$ cat src/hw/rtl/rfa_pkg.sv
package rfa_pkg;

    localparam int VALUE_W       = 32;
    localparam int AVG_W         = 48;
    localparam int CNT_W         = 6;
    localparam int SUM_W         = AVG_W + CNT_W;
    localparam int WINDOW_DEF    = 50;
    localparam int FRAC_BITS_DEF = 16;

    localparam logic [VALUE_W-1:0] CLOCK_NOMINAL = 32'd42000000;

    localparam logic OP_PERIOD    = 1'b0;
    localparam logic OP_CLOCK     = 1'b1;
    localparam logic CAUSE_WINDOW = 1'b0;
    localparam logic CAUSE_CLOCK  = 1'b1;

    typedef enum logic [2:0] {
        ST_IDLE,
        ST_TERM,
        ST_CHK,
        ST_AVG,
        ST_PUSH
    } state_t;

    typedef struct packed {
        logic load_clock;
        logic start_term;
        logic acc;
        logic start_avg;
        logic save;
        logic push;
    } cmd_t;

    typedef struct packed {
        logic div_busy;
        logic avg_busy;
        logic window_full;
        logic out_free;
    } status_t;

endpackage

$ cat src/hw/rtl/reciprocal_frequency_averager_core.sv
// reciprocal frequency averager
// input channel s_valid/s_ready carries s_opcode and s_value: a period item
// (opcode 0) holds the tick count of one mains cycle, a clock item (opcode 1)
// holds the measured clock frequency in hertz
// each period adds clock / period as unsigned fixed point with FRAC_BITS
// fraction bits (zero period saturates) to a window sum; after WINDOW
// periods the truncated average goes out on m_valid/m_ready with cause 0
// a clock item stores the new clock and sends the last average with cause 1
// a term is formed by a bit-serial divider, one quotient bit per cycle over
// max(32 + FRAC_BITS, 54) quotient bits; a period item occupies the block
// until its term is added, and also through the average when it closes a
// window (the average is a reciprocal multiplication over four 16-bit slices)
// a clock item occupies the block until its result is in the output register
// one item is worked on at a time; s_ready is high only when the block is idle
// results sit in an output register, so a new item is taken while a result
// waits; if a second result is ready before the first transfer, the block
// holds it and stays busy until m_ready frees the register
// reset: clock 42000000 hz, empty window, last average zero, no result pending
module reciprocal_frequency_averager_core #(
    parameter int WINDOW    = rfa_pkg::WINDOW_DEF,
    parameter int FRAC_BITS = rfa_pkg::FRAC_BITS_DEF
) (
    input  logic                         aclk,
    input  logic                         aresetn,
    input  logic                         s_valid,
    output logic                         s_ready,
    input  logic                         s_opcode,
    input  logic [rfa_pkg::VALUE_W-1:0]  s_value,
    output logic                         m_valid,
    input  logic                         m_ready,
    output logic [rfa_pkg::AVG_W-1:0]    m_mains_freq,
    output logic [rfa_pkg::VALUE_W-1:0]  m_clock_freq,
    output logic                         m_cause
);
    import rfa_pkg::*;

    cmd_t    cmd;
    status_t status;

    rfa_ctrl u_ctrl (
        .aclk     (aclk),
        .aresetn  (aresetn),
        .s_valid  (s_valid),
        .s_opcode (s_opcode),
        .s_ready  (s_ready),
        .status   (status),
        .cmd      (cmd)
    );

    rfa_dp #(
        .WINDOW    (WINDOW),
        .FRAC_BITS (FRAC_BITS)
    ) u_dp (
        .aclk         (aclk),
        .aresetn      (aresetn),
        .s_value      (s_value),
        .cmd          (cmd),
        .status       (status),
        .m_valid      (m_valid),
        .m_ready      (m_ready),
        .m_mains_freq (m_mains_freq),
        .m_clock_freq (m_clock_freq),
        .m_cause      (m_cause)
    );

endmodule

$ cat src/hw/rtl/rfa_ctrl.sv
module rfa_ctrl (
    input  logic            aclk,
    input  logic            aresetn,
    input  logic            s_valid,
    input  logic            s_opcode,
    output logic            s_ready,
    input  rfa_pkg::status_t status,
    output rfa_pkg::cmd_t    cmd
);
    import rfa_pkg::*;

    state_t state_reg;
    state_t state_next;

    always_ff @(posedge aclk) begin
        if (!aresetn) begin
            state_reg <= ST_IDLE;
        end else begin
            state_reg <= state_next;
        end
    end

    always_comb begin
        state_next = state_reg;
        unique case (state_reg)
            ST_IDLE: begin
                if (s_valid) begin
                    state_next = (s_opcode == OP_CLOCK) ? ST_PUSH : ST_TERM;
                end
            end
            ST_TERM: begin
                if (!status.div_busy) begin
                    state_next = ST_CHK;
                end
            end
            ST_CHK: begin
                state_next = status.window_full ? ST_AVG : ST_IDLE;
            end
            ST_AVG: begin
                if (!status.avg_busy) begin
                    state_next = ST_PUSH;
                end
            end
            ST_PUSH: begin
                if (status.out_free) begin
                    state_next = ST_IDLE;
                end
            end
            default: state_next = ST_IDLE;
        endcase
    end

    always_comb begin
        s_ready        = (state_reg == ST_IDLE);
        cmd.load_clock = (state_reg == ST_IDLE) && s_valid && (s_opcode == OP_CLOCK);
        cmd.start_term = (state_reg == ST_IDLE) && s_valid && (s_opcode == OP_PERIOD);
        cmd.acc        = (state_reg == ST_TERM) && !status.div_busy;
        cmd.start_avg  = (state_reg == ST_CHK) && status.window_full;
        cmd.save       = (state_reg == ST_AVG) && !status.avg_busy;
        cmd.push       = (state_reg == ST_PUSH) && status.out_free;
    end

endmodule

$ cat src/hw/rtl/rfa_dp.sv
module rfa_dp #(
    parameter int WINDOW    = rfa_pkg::WINDOW_DEF,
    parameter int FRAC_BITS = rfa_pkg::FRAC_BITS_DEF
) (
    input  logic                         aclk,
    input  logic                         aresetn,
    input  logic [rfa_pkg::VALUE_W-1:0]  s_value,
    input  rfa_pkg::cmd_t                cmd,
    output rfa_pkg::status_t             status,
    output logic                         m_valid,
    input  logic                         m_ready,
    output logic [rfa_pkg::AVG_W-1:0]    m_mains_freq,
    output logic [rfa_pkg::VALUE_W-1:0]  m_clock_freq,
    output logic                         m_cause
);
    import rfa_pkg::*;

    localparam int NUM_W     = VALUE_W + FRAC_BITS;
    localparam int DIV_W     = (NUM_W > SUM_W) ? NUM_W : SUM_W;
    localparam int BIT_CNT_W = $clog2(DIV_W + 1);

    localparam int PART_W      = 16;
    localparam int PARTS       = 4;
    localparam int PART_IDX_W  = $clog2(PARTS);
    localparam int RECIP_W     = PARTS * PART_W;
    localparam int RECIP_SHIFT = SUM_W + CNT_W;
    localparam int ACC_W       = SUM_W + PART_W;
    localparam int AVG_LSB     = RECIP_SHIFT - (PARTS - 1) * PART_W;
    localparam logic [RECIP_W-1:0] RECIP =
        ((RECIP_W'(1) << RECIP_SHIFT) + RECIP_W'(WINDOW) - RECIP_W'(1)) / RECIP_W'(WINDOW);

    logic [VALUE_W-1:0]   clock_hz_reg;
    logic [CNT_W-1:0]     count_reg;
    logic [SUM_W-1:0]     window_sum_reg;
    logic [AVG_W-1:0]     last_avg_reg;
    logic                 cause_reg;

    logic [DIV_W-1:0]     quo_reg;
    logic [VALUE_W-1:0]   rem_reg;
    logic [VALUE_W-1:0]   dvs_reg;
    logic [BIT_CNT_W-1:0] bit_cnt_reg;

    logic [ACC_W-1:0]      avg_acc_reg;
    logic [PART_IDX_W-1:0] part_reg;
    logic                  avg_busy_reg;

    logic                 m_valid_reg;
    logic [AVG_W-1:0]     m_mains_reg;
    logic [VALUE_W-1:0]   m_clock_reg;
    logic                 m_cause_reg;

    logic [VALUE_W:0]     trial;
    logic                 q_bit;
    logic [VALUE_W:0]     rem_sub;
    logic [AVG_W-1:0]     term;
    logic [PART_W-1:0]    recip_part;
    logic [ACC_W-1:0]     avg_prod;

    // restoring step, one quotient bit per cycle; a zero divisor yields all ones
    always_comb begin
        trial   = {rem_reg, quo_reg[DIV_W-1]};
        q_bit   = (trial >= {1'b0, dvs_reg});
        rem_sub = trial - {1'b0, dvs_reg};
    end

    // saturate the term to the result width
    always_comb begin
        if (|quo_reg[DIV_W-1:AVG_W]) begin
            term = {AVG_W{1'b1}};
        end else begin
            term = quo_reg[AVG_W-1:0];
        end
    end

    // average by reciprocal multiplication, low slice of the constant first
    always_comb begin
        recip_part = RECIP[{part_reg, 4'b0000} +: PART_W];
        avg_prod   = ACC_W'(window_sum_reg) * ACC_W'(recip_part);
    end

    always_ff @(posedge aclk) begin
        if (cmd.start_term) begin
            quo_reg <= DIV_W'(clock_hz_reg) << FRAC_BITS;
            dvs_reg <= s_value;
            rem_reg <= '0;
        end else if (bit_cnt_reg != '0) begin
            quo_reg <= {quo_reg[DIV_W-2:0], q_bit};
            rem_reg <= q_bit ? rem_sub[VALUE_W-1:0] : trial[VALUE_W-1:0];
        end
    end

    always_ff @(posedge aclk) begin
        if (cmd.start_avg) begin
            avg_acc_reg <= '0;
            part_reg    <= '0;
        end else if (avg_busy_reg) begin
            avg_acc_reg <= (avg_acc_reg >> PART_W) + avg_prod;
            part_reg    <= part_reg + 1'b1;
        end
    end

    always_ff @(posedge aclk) begin
        if (!aresetn) begin
            bit_cnt_reg    <= '0;
            avg_busy_reg   <= 1'b0;
            clock_hz_reg   <= CLOCK_NOMINAL;
            count_reg      <= '0;
            window_sum_reg <= '0;
            last_avg_reg   <= '0;
            m_valid_reg    <= 1'b0;
        end else begin
            if (cmd.start_term) begin
                bit_cnt_reg <= BIT_CNT_W'(DIV_W);
            end else if (bit_cnt_reg != '0) begin
                bit_cnt_reg <= bit_cnt_reg - 1'b1;
            end
            if (cmd.start_avg) begin
                avg_busy_reg <= 1'b1;
            end else if (avg_busy_reg && (part_reg == PART_IDX_W'(PARTS - 1))) begin
                avg_busy_reg <= 1'b0;
            end
            if (cmd.load_clock) begin
                clock_hz_reg <= s_value;
            end
            if (cmd.acc) begin
                window_sum_reg <= window_sum_reg + SUM_W'(term);
                count_reg      <= count_reg + 1'b1;
            end else if (cmd.save) begin
                window_sum_reg <= '0;
                count_reg      <= '0;
                last_avg_reg   <= avg_acc_reg[AVG_LSB +: AVG_W];
            end
            if (cmd.push) begin
                m_valid_reg <= 1'b1;
            end else if (m_ready) begin
                m_valid_reg <= 1'b0;
            end
        end
    end

    always_ff @(posedge aclk) begin
        if (cmd.load_clock) begin
            cause_reg <= CAUSE_CLOCK;
        end else if (cmd.start_term) begin
            cause_reg <= CAUSE_WINDOW;
        end
        if (cmd.push) begin
            m_mains_reg <= last_avg_reg;
            m_clock_reg <= clock_hz_reg;
            m_cause_reg <= cause_reg;
        end
    end

    always_comb begin
        status.div_busy    = (bit_cnt_reg != '0);
        status.avg_busy    = avg_busy_reg;
        status.window_full = (count_reg == CNT_W'(WINDOW));
        status.out_free    = !m_valid_reg || m_ready;
    end

    assign m_valid      = m_valid_reg;
    assign m_mains_freq = m_mains_reg;
    assign m_clock_freq = m_clock_reg;
    assign m_cause      = m_cause_reg;

    a_count_bound: assert property (@(posedge aclk) disable iff (!aresetn)
        count_reg <= CNT_W'(WINDOW))
        else $error("window count beyond window length");

    a_no_overwrite: assert property (@(posedge aclk) disable iff (!aresetn)
        cmd.push |-> (!m_valid_reg || m_ready))
        else $error("result overwritten before transfer");

    a_start_idle: assert property (@(posedge aclk) disable iff (!aresetn)
        (cmd.start_term || cmd.start_avg) |-> (bit_cnt_reg == '0))
        else $error("divider restarted while busy");

    a_save_clears: assert property (@(posedge aclk) disable iff (!aresetn)
        cmd.save |=> (window_sum_reg == '0) && (count_reg == '0))
        else $error("window not cleared after average");

endmodule

$ cat config.mk
export PLATFORM = sky130hd
export DESIGN_NAME = reciprocal_frequency_averager_core
export DESIGN_NICKNAME = d
export VERILOG_FILES = /design/src/hw/rtl/rfa_pkg.sv /design/src/hw/rtl/reciprocal_frequency_averager_core.sv /design/src/hw/rtl/rfa_ctrl.sv /design/src/hw/rtl/rfa_dp.sv
export SDC_FILE = /design/constraint.sdc
export NUM_CORES = 2
export LEC_CHECK = 0
export BUFFER_PORTS_ARGS = -buffer_cell sky130_fd_sc_hd__buf_2
export CAP_MARGIN = 10
export CORE_UTILIZATION = 65
export DETAILED_ROUTE_END_ITERATION = 10
export PLACE_DENSITY = 0.83
export SLEW_MARGIN = 10
export SYNTH_ARGS = -nofsm -noshare
export SYNTH_HDL_FRONTEND = slang
export SYNTH_SLANG_ARGS = --single-unit
export TNS_END_PERCENT = 20
$ cat constraint.sdc
create_clock -name aclk -period 9.1 [get_ports aclk]
set_clock_uncertainty 0.05 [all_clocks]
set_input_delay 1.365 -clock aclk [delete_from_list [all_inputs] [get_ports aclk]]
set_output_delay 1.365 -clock aclk [all_outputs]
set_load 0.03 [all_outputs]
==> results.cfg <==
[run_status]
outcome = complete, no violations

[drt]
num_vias = 35030
antenna_left = 0
wl_per_cell_um = 20.8
via_per_inst = 5.83
first_iter_violations = 2947
drc = 0
routed_wl_um = 125000
first_pass_iters = 6

[cells_and_area]
mostFrequentLayoutCells = inv_1, fa_1, nand2_1
nNetsFinal = 6073
areaGrowthSynthToFinish_pct = 6.05
largest_reg_flops = 58
fin_cells = 6005
fin_util = 0.697
final_common_cell = inv_1
design_area_mm2 = 0.0487
drive_gt1_frac = 0.0628

[critical_path]
endpoint_kind = flop
worstPathMaxFanout = 56
crit_arrival_ns = 8.95
required_ns = 9.54
worst-setup-path-type = reg2reg
cp-start-kind = flop

[clock_network]
clkTransAtPathRegs_ns = 0.06
worstSkewPairLatency_ns = 0.61
cts_hold_buf = 0
postCtsSetupBuffers = 0
clockBufferDepth = 3
cts_tree = built
cts_sinks = 411
cts_made_buffers = 45
cts_resized = 0
h-tree-depth = 2
ctsRootBufferMaster = clkbuf_16

[placement]
place_inst = 5922
dpl.hpwl_um = 99500
dpl_cell_area_mm2 = 0.0471
place_congestion = 0.991
portBuffers = 119

[pwr]
max-vdd-ir-drop_mv = 0.336
p_int_mw = 6.72
p_sw_frac = 0.493
switchingPower_mw = 6.54
p_seq_frac = 0.205
p_leak_nw = 24.4
p_clk_frac = 0.150
p_per_area_mw_per_mm2 = 272
comb_power_share = 0.645

[synthesis]
synth_seq_cells = 411
synthDistinctLibCells = 84
synth_edf_count = 145
synth_flop_cell = dfxtp_1
ys.warnings.count = 0
ys_seq_area_frac = 0.211
syn-num-nets = 6116
synth_cells = 5072
post_synth.cell_area_avg_um2 = 9.05
syn-cell-area_mm2 = 0.0459
async_flop_share = 0

[timing]
tightest_slew_ns = 1.18
max_freq_ghz = 0.118
tns_ns = 0
finalMaxSlewViolations = 0
period_share = 0.935
setup_viol = 0
period_minus_slack_ns = 8.51
final_hold_viol_count = 0
slew_headroom = 0.215
rsz0062_at_grt = false

[floorplan]
row_count = 97
design.core.area_mm2 = 0.0699
io_pins = 120
die_y_um = 268
die_w_um = 268
start_util = 0.657
die_area_mm2 = 0.0717

[global_routing]
antenna_found_initial = 2
overflow = 0
track_usage = 0.361
grt_pass1_vias = 36357
grt_pass1_wl_um = 197000
grt_max_degree = 82

[job]
maxCapViolations = 0

[min_path]
hp-class = reg2reg
## critical path, stage by stage, from the launching register on
cell and delay (ns):
dfxtp_2 0.32, inv_1 0.07, ha_2 0.82, buf_4 0.67, nand2_1 0.21, inv_1 0.13, fa_1 0.44, fa_1 0.49
fa_1 0.61, fa_1 0.47, fa_1 0.52, fa_1 0.43, ha_1 0.41, a21oi_1 0.22, o21bai_1 0.08, a21oi_1 0.41
nand4_1 0.24, a211oi_1 0.70, a2111o_1 0.34, a21oi_1 0.10, nand2b_1 0.21, a31oi_1 0.21, xor2_1 0.17, o21ai_1 0.07
## per-layer routing
layer | part of all wire | global-route usage | up-vias
met3 | 0.088 | 0.0682 | 525
li1 | - | - | 15757
met1 | 0.37 | 0.443 | 17077
met2 | 0.46 | 0.578 | 1669
met4 | 0.081 | 0.255 | 2
met5 | 0.00013 | 0.000676 | -
## final timing paths
| path | slack [ns] | start | end | depth (start not counted) |
|---|---|---|---|---|
| hold reg to reg | 0.38 | u_dp.last_avg_reg[37]$_SDFFE_PN0P_ | u_dp.m_mains_freq[37]$_DFFE_PP_ | 0 |
| setup / recovery | 0.59 | u_dp.part_reg[1]$_SDFFE_PP0P_ | u_dp.avg_acc_reg[62]$_SDFFE_PP0P_ | 23 |
| hold / removal | 0.38 | u_dp.last_avg_reg[37]$_SDFFE_PN0P_ | u_dp.m_mains_freq[37]$_DFFE_PP_ | 0 |
| setup reg to reg | 0.59 | u_dp.part_reg[1]$_SDFFE_PP0P_ | u_dp.avg_acc_reg[62]$_SDFFE_PP0P_ | 23 |
## Yosys cell counts, types with 19 or more instances
cell / instances / area (um^2)
a211oi_1: 23 / 173
a21boi_0: 86 / 646
a21o_1: 87 / 653
a21oi_1: 222 / 1110
a22o_1: 36 / 315
a31oi_1: 20 / 125
and2_1: 102 / 638
and3_1: 26 / 163
clkbuf_1: 223 / 837
dfxtp_1: 266 / 5330
edfxtp_1: 145 / 4350
fa_1: 727 / 14600
ha_1: 280 / 3500
inv_1: 1080 / 4050
mux2i_1: 44 / 440
nand2_1: 648 / 2430
nand2b_1: 65 / 407
nand3_1: 80 / 400
nand4_1: 44 / 275
nor2_1: 138 / 518
nor2b_1: 124 / 776
nor3_1: 19 / 95.1
o21a_1: 25 / 188
o21ai_0: 135 / 676
o21ai_1: 56 / 280
o21bai_1: 26 / 195
or2_2: 50 / 313
xnor2_1: 75 / 657
xor2_1: 46 / 403
## area by class of cell
type / count / area, um^2
inverters: 1080 / 4060
repair buffers: 158 / 891
diodes: 1 / 2.50
flip-flops and latches: 411 / 9680
clock inverters: 25 / 358
well taps: 940 / 1180
clock buffers: 57 / 1250
multi-input cells: 3333 / 31300
fillers: 5336 / 21200
## power by group through the flow
| stage | registers [mW] | clock network [mW] | logic, mW |
|---|---|---|---|
| 2_1_floorplan | 2.62 | 0 | 6.25 |
| 3_3_place_gp | 2.72 | 0 | 8.12 |
| 3_5_place_dp | 2.73 | 0 | 8.35 |
| 4_1_cts | 2.70 | 2.00 | 8.40 |
| 5_1_grt | 2.75 | 2.07 | 9.49 |
| 6_report | 2.72 | 1.98 | 8.56 |
## metrics by stage
stage               hold slack (ns)  worst slack, ns  power [mW]
finish                        0.376            0.590        13.3
global route                  0.380            0.355        14.3
CTS                           0.377            0.836        13.1
detailed placement            0.363            0.871        11.1
global placement              0.363            0.901        10.8
floorplan                     0.358             1.19        8.87
## cell families (layout without fill, tap and decap cells)
group	Yosys count	in the layout	synth area share
compound gates	809	809	0.114
xor+xnor	121	121	0.0231
fa+ha+maj	1007	1007	0.393
buf+inv	1328	1320	0.109
flops	411	411	0.211
mux	46	46	0.0101
other cells	0	1	0
simple gates	1350	1350	0.140
Power figures use the tool's default switching activity.
